<file path="src/hw/rtl/lcwk_pkg.sv">
// Shared types and constants of the load-cell weight core.
// Depends on nothing; imported by the core and its checker.
package lcwk_pkg;

  localparam int SAMPLE_BITS   = 24;
  localparam int FRAC_BITS_DEF = 16;
  localparam int WEIGHT_W      = 24;

  localparam int Q_W   = 16;
  localparam int R_W   = 17;
  localparam int DIV_W = 16;

  localparam int CFG_IDX_W  = 2;
  localparam int CFG_DATA_W = 17;

  localparam logic [CFG_IDX_W-1:0] REG_PROCESS_NOISE = 2'd0;
  localparam logic [CFG_IDX_W-1:0] REG_MEASURE_NOISE = 2'd1;
  localparam logic [CFG_IDX_W-1:0] REG_SCALE_DIVISOR = 2'd2;

  localparam logic [Q_W-1:0]         PROCESS_NOISE_RST = 16'd655;
  localparam logic [R_W-1:0]         MEASURE_NOISE_RST = 17'd32768;
  localparam logic [DIV_W-1:0]       SCALE_DIVISOR_RST = 16'd1;
  localparam logic [SAMPLE_BITS-1:0] TARE_LEVEL_RST    = SAMPLE_BITS'(8300692);

  typedef struct packed {
    logic                          mode;
    logic signed [SAMPLE_BITS-1:0] raw_sample;
  } in_word_t;

  typedef struct packed {
    logic [WEIGHT_W-1:0] weight;
    logic                object_present;
  } out_word_t;

endpackage

</file>
<file path="src/hw/rtl/lcwk_div.sv">
// Radix-2 restoring divider, one quotient bit per cycle.
// Standalone; used by the load-cell weight core for both of its divisions.
module lcwk_div #(
  parameter int SHIFT_W = 24,
  parameter int DEN_W   = 19,
  localparam int CNT_W  = $clog2(SHIFT_W + 1)
) (
  input  logic               clk,
  input  logic               rst,
  input  logic               start,
  input  logic [DEN_W-1:0]   init_rem,
  input  logic [SHIFT_W-1:0] dividend,
  input  logic [DEN_W-1:0]   divisor,
  input  logic [CNT_W-1:0]   steps,
  output logic               done,
  output logic [SHIFT_W-1:0] quotient
);

  logic [DEN_W-1:0]   rem;
  logic [DEN_W-1:0]   den;
  logic [SHIFT_W-1:0] shreg;
  logic [SHIFT_W-1:0] quo;
  logic [CNT_W-1:0]   cnt;
  logic               busy;
  logic [DEN_W:0]     trial;
  logic               take;

  // A zero divisor never subtracts, so the quotient comes out as zero.
  assign trial    = {rem, shreg[SHIFT_W-1]};
  assign take     = (den != '0) && (trial >= {1'b0, den});
  assign quotient = quo;

  always_ff @(posedge clk) begin
    if (rst) begin
      busy <= 1'b0;
      done <= 1'b0;
      cnt  <= '0;
    end else begin
      done <= 1'b0;
      if (start) begin
        busy <= 1'b1;
        cnt  <= steps;
      end else if (busy) begin
        cnt <= cnt - 1'b1;
        if (cnt == CNT_W'(1)) begin
          busy <= 1'b0;
          done <= 1'b1;
        end
      end
    end
  end

  always_ff @(posedge clk) begin
    if (start) begin
      rem   <= init_rem;
      shreg <= dividend;
      den   <= divisor;
      quo   <= '0;
    end else if (busy) begin
      rem   <= take ? DEN_W'(trial - {1'b0, den}) : trial[DEN_W-1:0];
      shreg <= shreg << 1;
      quo   <= {quo[SHIFT_W-2:0], take};
    end
  end

endmodule

</file>
<file path="src/hw/rtl/lcwk_mul.sv">
// Shift-add multiplier, one multiplier bit per cycle, giving floor(d * k / 2^(K_W-1)).
// Standalone; used by the load-cell weight core for the gain products.
module lcwk_mul #(
  parameter int D_W    = 40,
  parameter int K_W    = 17,
  localparam int CNT_W = $clog2(K_W + 1)
) (
  input  logic           clk,
  input  logic           rst,
  input  logic           start,
  input  logic [D_W-1:0] d,
  input  logic [K_W-1:0] k,
  output logic           done,
  output logic [D_W-1:0] result
);

  logic [D_W-1:0] acc;
  logic [D_W-1:0] dreg;
  logic [K_W-1:0] kreg;
  logic [K_W-1:0] lo;
  logic [CNT_W-1:0] cnt;
  logic           busy;
  logic [D_W:0]   sum;
  logic [D_W:0]   prod_top;

  // The partial sum is shifted right each step, so {acc, lo} ends as d * k.
  assign sum      = {1'b0, acc} + (kreg[0] ? {1'b0, dreg} : '0);
  assign prod_top = {acc, lo[K_W-1]};
  // The gain never exceeds one, so the product fits the width of d.
  assign result   = prod_top[D_W-1:0];

  always_ff @(posedge clk) begin
    if (rst) begin
      busy <= 1'b0;
      done <= 1'b0;
      cnt  <= '0;
    end else begin
      done <= 1'b0;
      if (start) begin
        busy <= 1'b1;
        cnt  <= CNT_W'(K_W);
      end else if (busy) begin
        cnt <= cnt - 1'b1;
        if (cnt == CNT_W'(1)) begin
          busy <= 1'b0;
          done <= 1'b1;
        end
      end
    end
  end

  always_ff @(posedge clk) begin
    if (start) begin
      acc  <= '0;
      dreg <= d;
      kreg <= k;
      lo   <= '0;
    end else if (busy) begin
      acc  <= sum[D_W:1];
      lo   <= {sum[0], lo[K_W-1:1]};
      kreg <= kreg >> 1;
    end
  end

endmodule

</file>
<file path="src/hw/rtl/load_cell_weight_kalman_core.sv">
// Top level of the load-cell weight core: tare, scaling and a scalar Kalman filter.
// Depends on lcwk_pkg, lcwk_div and lcwk_mul.
//
//   channel  signals                          direction  word
//   in       in_valid, in_ready, in_word      to core    in_word_t (mode, raw_sample)
//   out      out_valid, out_ready, out_word   from core  out_word_t (weight, object_present)
//   cfg      cfg_valid, cfg_ready, cfg_index,  to core    register index and write data
//            cfg_data
//
// A measure word at or below the tare passes from acceptance to result through the weight
// division, the gain division and the two gain products; tare words and samples above the
// tare go straight to the result. The serial divider works one bit per cycle and the serial
// multipliers one gain bit per cycle. The next word can be taken in the cycle in which the
// result appears, at the earliest.
// Reset is synchronous and restores the registers, the tare and the filter state.
// The core takes one word at a time; a finished result waits in the done state until the
// output register is free, and no new word is taken while it waits.
module load_cell_weight_kalman_core
  import lcwk_pkg::*;
#(
  parameter int FRAC_BITS = FRAC_BITS_DEF
) (
  input  logic                  clk,
  input  logic                  rst,
  input  logic                  in_valid,
  output logic                  in_ready,
  input  in_word_t              in_word,
  output logic                  out_valid,
  input  logic                  out_ready,
  output out_word_t             out_word,
  input  logic                  cfg_valid,
  output logic                  cfg_ready,
  input  logic [CFG_IDX_W-1:0]  cfg_index,
  input  logic [CFG_DATA_W-1:0] cfg_data
);

  // Widths of the fixed-point datapath. The estimate carries the integer sample range
  // plus the fraction; the covariance is 2.FRAC_BITS; the gain never exceeds 1.0.
  localparam int SB      = SAMPLE_BITS;
  localparam int EST_W   = SB + FRAC_BITS;
  localparam int P_W     = FRAC_BITS + 2;
  localparam int PQ_W    = ((P_W > Q_W) ? P_W : Q_W) + 1;
  localparam int DEN_W   = ((P_W > R_W) ? P_W : R_W) + 1;
  localparam int K_W     = FRAC_BITS + 1;
  localparam int SHIFT_W = (SB > K_W) ? SB : K_W;
  localparam int CNT_W   = $clog2(SHIFT_W + 1);

  // Sequencer codes.
  localparam logic [2:0] S_IDLE = 3'd0;
  localparam logic [2:0] S_ZDIV = 3'd1;
  localparam logic [2:0] S_KDIV = 3'd2;
  localparam logic [2:0] S_MUL  = 3'd3;
  localparam logic [2:0] S_DONE = 3'd4;

  logic [2:0]       state;
  logic [Q_W-1:0]   process_noise;
  logic [R_W-1:0]   measure_noise;
  logic [DIV_W-1:0] scale_divisor;
  logic [SB-1:0]    tare_level;
  logic [EST_W-1:0] estimate;
  logic [P_W-1:0]   error_cov;
  logic [P_W-1:0]   pp;
  logic [SB-1:0]    z_int;
  logic             z_up;
  logic             zero_res;

  logic             in_acc;
  logic             out_free;
  logic [SB-1:0]    sample_ob;
  logic             above_tare;
  logic [SB-1:0]    tare_diff;
  logic [PQ_W-1:0]  pq_sum;
  logic [P_W-1:0]   pp_next;
  logic [DEN_W-1:0] den;
  logic [DIV_W-1:0] div_eff;
  logic [EST_W-1:0] z_fix;
  logic             z_ge;
  logic [EST_W-1:0] z_dist;
  logic [WEIGHT_W-1:0] res_weight;

  logic               div_k_sel;
  logic               div_start;
  logic [DEN_W-1:0]   div_rem;
  logic [SHIFT_W-1:0] div_dvd;
  logic [DEN_W-1:0]   div_dvs;
  logic [CNT_W-1:0]   div_steps;
  logic               div_done;
  logic [SHIFT_W-1:0] div_quo;

  logic             mul_start;
  logic             mul_a_done;
  logic             mul_b_done;
  logic             mul_done;
  logic [EST_W-1:0] mul_a_res;
  logic [P_W-1:0]   mul_b_res;

  assign in_ready  = (state == S_IDLE);
  assign in_acc    = in_valid && in_ready;
  assign cfg_ready = 1'b1;
  assign out_free  = !out_valid || out_ready;

  // Offset binary: flipping the sign bit maps the two's complement range onto 0..2^SB-1.
  assign sample_ob  = {~in_word.raw_sample[SB-1], in_word.raw_sample[SB-2:0]};
  assign above_tare = sample_ob > tare_level;
  assign tare_diff  = tare_level - sample_ob;

  // Predicted covariance P' = P + Q, saturated to the covariance width.
  assign pq_sum  = PQ_W'(error_cov) + PQ_W'(process_noise);
  assign pp_next = (pq_sum[PQ_W-1:P_W] != '0) ? '1 : pq_sum[P_W-1:0];
  assign den     = DEN_W'(pp) + DEN_W'(measure_noise);

  // A divisor of zero behaves as one.
  assign div_eff = (scale_divisor == '0) ? DIV_W'(1) : scale_divisor;

  // Innovation magnitude and direction, measured against the current estimate.
  assign z_fix  = {z_int, {FRAC_BITS{1'b0}}};
  assign z_ge   = z_fix >= estimate;
  assign z_dist = z_ge ? (z_fix - estimate) : (estimate - z_fix);

  assign res_weight = zero_res ? '0 : WEIGHT_W'(estimate[EST_W-1:FRAC_BITS]);

  // The one divider serves two jobs. First the weight quotient (tare - sample) / divisor,
  // one bit per sample bit. Then the gain K = P' * 2^F / (P' + R): the remainder is
  // preloaded with P' >> 1 and the low bit of P' is shifted in first, so the first step
  // compares P' itself against the denominator and yields the integer bit of K.
  assign div_k_sel = (state == S_ZDIV);
  assign div_start = (in_acc && !in_word.mode && !above_tare) || (div_k_sel && div_done);
  assign div_rem   = div_k_sel ? DEN_W'(pp >> 1) : '0;
  assign div_dvd   = div_k_sel ? (SHIFT_W'(pp[0]) << (SHIFT_W - 1))
                               : (SHIFT_W'(tare_diff) << (SHIFT_W - SB));
  assign div_dvs   = div_k_sel ? den : DEN_W'(div_eff);
  assign div_steps = div_k_sel ? CNT_W'(K_W) : CNT_W'(SB);

  assign mul_start = (state == S_KDIV) && div_done;
  assign mul_done  = mul_a_done && mul_b_done;

  lcwk_div #(
    .SHIFT_W (SHIFT_W),
    .DEN_W   (DEN_W)
  ) u_div (
    .clk      (clk),
    .rst      (rst),
    .start    (div_start),
    .init_rem (div_rem),
    .dividend (div_dvd),
    .divisor  (div_dvs),
    .steps    (div_steps),
    .done     (div_done),
    .quotient (div_quo)
  );

  // Both gain products run side by side: K * |z - X| for the estimate and K * P' for
  // the covariance.
  lcwk_mul #(
    .D_W (EST_W),
    .K_W (K_W)
  ) u_mul_est (
    .clk    (clk),
    .rst    (rst),
    .start  (mul_start),
    .d      (z_dist),
    .k      (div_quo[K_W-1:0]),
    .done   (mul_a_done),
    .result (mul_a_res)
  );

  lcwk_mul #(
    .D_W (P_W),
    .K_W (K_W)
  ) u_mul_cov (
    .clk    (clk),
    .rst    (rst),
    .start  (mul_start),
    .d      (pp),
    .k      (div_quo[K_W-1:0]),
    .done   (mul_b_done),
    .result (mul_b_res)
  );

  always_ff @(posedge clk) begin
    if (rst) begin
      state         <= S_IDLE;
      out_valid     <= 1'b0;
      process_noise <= PROCESS_NOISE_RST;
      measure_noise <= MEASURE_NOISE_RST;
      scale_divisor <= SCALE_DIVISOR_RST;
      tare_level    <= TARE_LEVEL_RST;
      estimate      <= '0;
      error_cov     <= P_W'(1) << FRAC_BITS;
      zero_res      <= 1'b1;
    end else begin
      // Register writes; an index past the list is dropped.
      if (cfg_valid && cfg_ready) begin
        case (cfg_index)
          REG_PROCESS_NOISE: process_noise <= cfg_data[Q_W-1:0];
          REG_MEASURE_NOISE: measure_noise <= cfg_data[R_W-1:0];
          REG_SCALE_DIVISOR: scale_divisor <= cfg_data[DIV_W-1:0];
          default: ;
        endcase
      end

      // A taken result empties the output register unless the next one moves in.
      if (out_valid && out_ready && state != S_DONE) begin
        out_valid <= 1'b0;
      end

      case (state)
        S_IDLE: begin
          if (in_acc) begin
            if (in_word.mode) begin
              tare_level <= sample_ob;
              zero_res   <= 1'b1;
              state      <= S_DONE;
            end else if (above_tare) begin
              // Lighter than the tare: report zero and leave the filter alone.
              zero_res <= 1'b1;
              state    <= S_DONE;
            end else begin
              zero_res <= 1'b0;
              pp       <= pp_next;
              state    <= S_ZDIV;
            end
          end
        end
        S_ZDIV: begin
          if (div_done) begin
            z_int <= div_quo[SB-1:0];
            state <= S_KDIV;
          end
        end
        S_KDIV: begin
          if (div_done) begin
            z_up  <= z_ge;
            state <= S_MUL;
          end
        end
        S_MUL: begin
          // The correction is truncated toward zero, so X moves toward z but never past it.
          if (mul_done) begin
            estimate  <= z_up ? (estimate + mul_a_res) : (estimate - mul_a_res);
            error_cov <= pp - mul_b_res;
            state     <= S_DONE;
          end
        end
        S_DONE: begin
          if (out_free) begin
            out_valid <= 1'b1;
            state     <= S_IDLE;
          end
        end
        default: begin
          state <= S_IDLE;
        end
      endcase
    end
  end

  // Result word; loaded only when the output register is free.
  always_ff @(posedge clk) begin
    if (state == S_DONE && out_free) begin
      out_word.weight         <= res_weight;
      out_word.object_present <= (res_weight != '0);
    end
  end

endmodule

</file>
<file path="config.mk">
export PLATFORM = sky130hd
export DESIGN_NAME = load_cell_weight_kalman_core
export DESIGN_NICKNAME = d
export VERILOG_FILES = /design/src/hw/rtl/lcwk_pkg.sv /design/src/hw/rtl/lcwk_div.sv /design/src/hw/rtl/lcwk_mul.sv /design/src/hw/rtl/load_cell_weight_kalman_core.sv
export SDC_FILE = /design/constraint.sdc
export NUM_CORES = 1
export LEC_CHECK = 0
export BUFFER_PORTS_ARGS = -buffer_cell sky130_fd_sc_hd__buf_2
export CORE_MARGIN = 4
export CORE_UTILIZATION = 55
export CTS_CLUSTER_DIAMETER = 40
export CTS_CLUSTER_SIZE = 20
export DETAILED_ROUTE_END_ITERATION = 6
export PLACE_DENSITY_LB_ADDON = 0.08
export SYNTH_ARGS = -nofsm -noshare
export SYNTH_HDL_FRONTEND = slang
export SYNTH_SLANG_ARGS = --single-unit
</file>
<file path="constraint.sdc">
create_clock -name clk -period 11.5 [get_ports clk]
set_input_delay 1.15 -clock clk [delete_from_list [all_inputs] [get_ports clk]]
set_output_delay 1.15 -clock clk [all_outputs]
set_load 0.1 [all_outputs]
</file>
==> flow_summary.toml, run 1 <==
[global_routing]
antenna_found_initial = 0
grt_max_degree = 73
grt_overflow = 0
grtUsageTotal_pct = 25.9
grt_pass1_vias = 24000
grt_first_pass_wirelength_um = 123000

[yosys]
yosysSeqAreaShare_pct = 38.6
yosysUniqueCellTypes = 92
async_flop_share_pct = 0
synth_edf_count = 222
ys.flop_type = "dfxtp_1"
syn_area_mm2 = 0.0298
yosysWarnings = 0
synth_cells = 3382
syn_area_per_cell_um2 = 8.80
ys_ff_latch = 463
syn-num-nets = 3687

[floorplanning]
start_util_pct = 56.1
pin_count = 77
core_region_area_mm2 = 0.0531
dieArea_mm2 = 0.0579
dieWidth_um = 241
placement_rows = 84
die_h_um = 241

[flow_run]
maxCapViolations = 0

[power]
p_per_area_mw_per_mm2 = 158
ir_drop_v = 0.000171
leakage_nw = 14.3

[sta]
worst_pin_slew_ns = 1.23
min_period_over_period_pct = 44.4
max_slew_margin_pct = 18.0
post-route-min-period_ns = 5.11
timing.hold.ws_ns = 0.443
setup_tns_ns = 0
clock_skew_ns = 0.0320
setup_viol = 0
max_freq_mhz = 196
slew_viol_final = 0
rsz0062_at_grt = "false"
finalHoldViolCount = 0

[clock_tree]
clockBufferDepth = 3
clk_latency_ns = 0.62
numCtsBuffers = 82
cts_root_buf = "clkbuf_16"
clk_pin_slew_ns = 0.07
cts_tree = "built"
cts_max_level = 3
cts_num_sinks = 463
cts_resized = 0
post_cts_buffers = 0
holdBufCountCts = 0

[setup_path]
required_ns = 11.98
crit_type = "reg -> reg"
worstPathMaxFanout = 7
startpoint_type = "register"
endpoint_kind = "register"
arrival_ns = 5.59

[cells_and_area]
fin_nets = 3740
design_area_mm2 = 0.0335
n_fill_cell = 4555
area_delta_synth_final_pct = 12.6
fin_util_pct = 63.2
drive_gt1_share_pct = 8.39

[placement]
placed_area_mm2 = 0.0307
numPortBuffers = 75
hpwl_um = 55400
place.gp.congestion = 0.973

[outcome]
status = "complete, no violations"

[routing]
drtIter0Drc = 1656
routed_wl_um = 76300
via_per_inst = 5.88
route.detailed.drc = 0
detail_route.wl_per_cell_um = 18.2
dr_total_vias = 24600
ant_nets = 0
drt_first_pass_iters = 5

[min_path]
hp-class = "reg -> reg"
==> synth_stat cells, types with 5 or more instances <==
| cell type | count | area share (%) |
|---|---|---|
| or4_1 | 5 | 0.13 |
| a211o_1 | 9 | 0.26 |
| o21a_1 | 28 | 0.71 |
| xor2_1 | 88 | 2.6 |
| o22ai_1 | 9 | 0.19 |
| inv_1 | 213 | 2.7 |
| buf_1 | 6 | 0.076 |
| nand3b_1 | 8 | 0.20 |
| dfxtp_1 | 241 | 16 |
| o211ai_1 | 25 | 0.63 |
| o41ai_1 | 8 | 0.24 |
| a21o_1 | 93 | 2.3 |
| and2_1 | 76 | 1.6 |
| nor2_1 | 248 | 3.1 |
| nor3_1 | 59 | 0.99 |
| a2111oi_0 | 7 | 0.21 |
| or3_1 | 20 | 0.42 |
| edfxtp_1 | 222 | 22 |
| mux2_2 | 6 | 0.23 |
| a21oi_1 | 305 | 5.1 |
| a41oi_1 | 7 | 0.21 |
| xnor2_1 | 133 | 3.9 |
| nor2b_1 | 27 | 0.57 |
| o21bai_1 | 26 | 0.66 |
| clkbuf_1 | 113 | 1.4 |
| and3_1 | 24 | 0.50 |
| a21boi_0 | 15 | 0.38 |
| or2_2 | 8 | 0.17 |
| nor4b_1 | 7 | 0.21 |
| a31oi_1 | 32 | 0.67 |
| nand2_1 | 453 | 5.7 |
| nand2b_1 | 42 | 0.88 |
| a221oi_1 | 6 | 0.18 |
| nor3b_1 | 6 | 0.15 |
| fa_1 | 9 | 0.61 |
| nor4_1 | 20 | 0.42 |
| a211oi_1 | 40 | 1.0 |
| nand3_1 | 78 | 1.3 |
| nand4_1 | 20 | 0.42 |
| o21ai_0 | 186 | 3.1 |
| mux2i_1 | 85 | 2.9 |
| ha_1 | 247 | 10 |
| o31ai_1 | 30 | 0.76 |
==> power by group <==
group          internal [W]  total [W]  leakage [nW]  switching [W]
registers           0.00189    0.00198          3.99      0.0000898
clock network       0.00153    0.00246          1.36       0.000922
logic              0.000288   0.000872          8.95       0.000584
total               0.00371    0.00531          14.3        0.00160
==> cells in the final DEF, fill, tap and decap left out, drive strengths merged, types with 93 or more instances in the layout <==
cell type,n
a21o,93
a21oi,305
buf,95
clkbuf,103
dfxtp,241
edfxtp,222
ha,247
inv,230
nand2,454
nor2,248
o21ai,191
xnor2,133
==> worst max-delay path, cell delays in order, from the launching register on <==
cell and delay [ns]:
dfxtp_1 0.34, inv_1 0.09, ha_1 0.17, or3b_1 0.39, nor3_1 0.23, nand2b_1 0.14
nor2_1 0.26, nand2_1 0.09, nor2_1 0.25, nand2_1 0.14, nor4b_1 0.66, a21oi_1 0.18
xor2_1 0.20, ha_1 0.38, a21oi_1 0.21, nor2b_1 0.07, a41o_1 0.23, a211oi_1 0.27
o31ai_1 0.13, xnor2_1 0.13, nor2_1 0.09, mux2_2 0.34
==> final timing paths <==
path | startpoint | to | slack, ns | cells after the start
max | u_mul_est.acc[0]$_SDFFE_PP0P_ | estimate[39]$_SDFFE_PP0P_ | 6.39 | 21
min | u_div.quotient[23]$_SDFFE_PN0P_ | z_int[23]$_DFFE_PP_ | 0.44 | 0
max reg2reg | u_mul_est.acc[0]$_SDFFE_PP0P_ | estimate[39]$_SDFFE_PP0P_ | 6.39 | 21
min reg2reg | u_div.quotient[23]$_SDFFE_PN0P_ | z_int[23]$_DFFE_PP_ | 0.44 | 0
==> through the flow <==
stage / worst slack [ns] / cells / power (W)
floorplan: 6.71 / 3382 / 0.00268
CTS: 6.42 / 4192 / 0.00535
global placement: 6.47 / 4039 / 0.00285
global route: 5.86 / 4192 / 0.00553
detailed placement: 6.33 / 4039 / 0.00288
finish: 6.39 / 4193 / 0.00531
==> sequential cells by signal, summed over array words and instances (netlist names), 19 cells and up <==
register and cells:
u_mul_est.dreg 40, tare_level 24, estimate 40, u_mul_est.acc 40
u_div.den 19, u_div.quotient 24, z_int 24, u_div.shreg 24
u_div.rem 19, out_word 25
==> cell families (layout without fill, tap and decap cells) <==
| group | after synthesis | count (layout) | share of synthesized area (%) |
|---|---|---|---|
| adder cells (fa/ha/maj) | 256 | 256 | 11.0 |
| XOR/XNOR | 221 | 221 | 6.50 |
| flip-flops | 463 | 463 | 38.6 |
| buffers and inverters | 341 | 463 | 4.46 |
| AND/OR/NAND/NOR | 1124 | 1124 | 17.6 |
| AO/OA/AOI/OAI | 885 | 885 | 18.7 |
| multiplexers | 91 | 91 | 3.09 |
| other | 1 | 2 | 0.0126 |
==> cell type report <==
cell class | count | area [um2] | area share (%)
multi-input combinational | 2578 | 17000 | 50.6
sequential | 463 | 11500 | 34.3
antenna | 1 | 2.50 | 0.00746
timing repair buffer | 95 | 528 | 1.57
clock inverter | 50 | 543 | 1.62
inverter | 215 | 810 | 2.41
tap | 688 | 861 | 2.57
clock buffer | 103 | 2320 | 6.92
==> metal layers <==
layer | track usage (%) | part of all wire, % | up-vias
li1 | - | - | 12200
met1 | 34.5 | 45 | 11700
met2 | 43.7 | 47 | 667
met3 | 4.39 | 5.6 | 139
met4 | 7.73 | 2.7 | 0
met5 | 0 | 0 | -
No activity file was read; power rests on OpenSTA's default activity.
==> inputs of run 2 (changes only) <==
clock period = 5 ns   (was 11.5 ns; I/O delays follow)
==> run 2 against run 1 <==
  * Highest routed layer unchanged
  * Non-clock buffer count is 12 higher
  * Worst hold slack worse by 0.34 ns
  * Sequential share of layout area hardly changed
  * Via count is 0.30% higher
==> flow_summary.toml, run 2 (same netlist as run 1, synthesis figures left out) <==
[outcome]
status = "complete, no violations"

[routing]
routed_wl_um = 76900
dr_total_vias = 24700
route.detailed.drc = 0
drt_first_pass_iters = 5
detail_route.wl_per_cell_um = 18.3
ant_nets = 0
drtIter0Drc = 1693
via_per_inst = 5.88

[clock_tree]
cts_max_level = 3
holdBufCountCts = 0
post_cts_buffers = 0
cts_tree = "built"
numCtsBuffers = 80
cts_num_sinks = 463
clk_latency_ns = 0.61
clockBufferDepth = 3
cts_resized = 0
clk_pin_slew_ns = 0.05
cts_root_buf = "clkbuf_16"

[floorplanning]
die_h_um = 241
dieWidth_um = 241
core_region_area_mm2 = 0.0531
placement_rows = 84
pin_count = 77
dieArea_mm2 = 0.0579
start_util_pct = 56.1

[sta]
clock_skew_ns = 0.0278
slew_viol_final = 0
rsz0062_at_grt = "false"
max_freq_mhz = 218
post-route-min-period_ns = 4.58
worst_pin_slew_ns = 1.24
setup_tns_ns = 0
max_slew_margin_pct = 17.3
finalHoldViolCount = 0
setup_viol = 0
min_period_over_period_pct = 91.6

[setup_path]
crit_type = "reg -> reg"
required_ns = 5.48
cp_cell_sequence = "inv_1 -> ha_1 -> or3b_1 -> nor3_2 -> nand2b_1 -> nor2_1 -> buf_4 -> a21oi_1 -> xor2_1 -> ha_1 -> a211oi_1 -> o21bai_1 -> nor2_1 -> nand3_1 -> o21ai_0 -> o211ai_1 -> a31oi_2 -> o21bai_1 -> nor4b_1 -> a311o_1"
worstPathMaxFanout = 8
startpoint_type = "register"
max_stage_delay_ns = 0.41
arrival_ns = 5.06
cp_slowest_cell = "or3b_1"
endpoint_kind = "register"

[cells_and_area]
reg_top3 = "estimate (40), u_mul_est.acc (40), u_mul_est.dreg (40)"
diodes = 0
drive_gt1_share_pct = 8.80
design_area_mm2 = 0.0335
seqCellArea_mm2 = 0.0115
layout_common_cells = "nand2_1, a21oi_1, ha_1, nor2_1, dfxtp_1"
n_fill_cell = 4461
multi_input_area_mm2 = 0.0170
final_common_cell = "nand2_1"
fin_nets = 3750
area_delta_synth_final_pct = 12.6

[power]
p_per_area_mw_per_mm2 = 359
finalPower_w = 0.0120
ir_drop_v = 0.000345
leakage_nw = 14.3

[placement]
numPortBuffers = 75
placed_area_mm2 = 0.0308
hpwl_um = 56400
place.gp.congestion = 0.915

[global_routing]
grt_pass1_vias = 24300
grtUsageTotal_pct = 26.3
antenna_found_initial = 0
grt_max_degree = 68
grt_overflow = 0
grt_first_pass_wirelength_um = 124000

[min_path]
hp-class = "in -> reg"

[flow_run]
maxCapViolations = 0
[run 2: per-stage QoR]
step / utilization [%] / std cells / hold slack [ns] / setup slack, ns
2_1_floorplan: - / 3382 / 0.408 / 0.208
3_3_place_gp: 58.0 / 4051 / 0.418 / 0.266
3_5_place_dp: 58.0 / 4051 / 0.422 / 0.226
4_1_cts: 63.1 / 4199 / 0.0722 / 0.190
5_1_grt: 63.2 / 4199 / 0.0917 / 0.0489
6_report: 63.2 / 4199 / 0.104 / 0.420
[run 2: power breakdown]
part / switching, W / internal, W / total [W]
Sequential: 0.000206 / 0.00435 / 0.00455
Combinational: 0.00134 / 0.000671 / 0.00202
Clock: 0.00204 / 0.00344 / 0.00548
[run 2: critical path: cells and delay by family, from the launching register on]
kind | cells | cell delay [ns]
AND/OR/NAND/NOR | 7 | 1.23
AO/OA/AOI/OAI | 8 | 1.93
buffers and inverters | 2 | 0.23
flip-flops | 1 | 0.34
XOR/XNOR | 1 | 0.17
adder cells (fa/ha/maj) | 2 | 0.56
[run 2: path summary, 6_finish.rpt]
| check | startpoint | endpoint | slack (ns) | cells past startpoint |
|---|---|---|---|---|
| min reg2reg | u_div.quotient[23]$_SDFFE_PN0P_ | z_int[23]$_DFFE_PP_ | 0.45 | 0 |
| max reg2reg | u_mul_est.acc[0]$_SDFFE_PP0P_ | estimate[36]$_SDFFE_PP0P_ | 0.42 | 20 |
| min | in_word[23] | tare_level[23]$_SDFFE_PP0P_ | 0.10 | 2 |
| max | u_mul_est.acc[0]$_SDFFE_PP0P_ | estimate[36]$_SDFFE_PP0P_ | 0.42 | 20 |
[run 2: final cells by class]
| cell class | instances | share of cell area, % |
|---|---|---|
| Timing Repair Buffer | 107 | 1.88 |
| Sequential cell | 463 | 34.3 |
| Clock inverter | 54 | 1.56 |
| Tap cell | 688 | 2.57 |
| Clock buffer | 94 | 6.60 |
| Multi-Input combinational cell | 2578 | 50.7 |
| Inverter | 215 | 2.42 |
[run 2: routing by layer]
layer	global-route usage (%)	vias to the layer above	share of wire, %
li1	-	12200	-
met1	36.0	11700	46
met2	43.6	641	46
met3	3.73	156	4.7
met4	8.15	0	2.9
met5	0	-	0
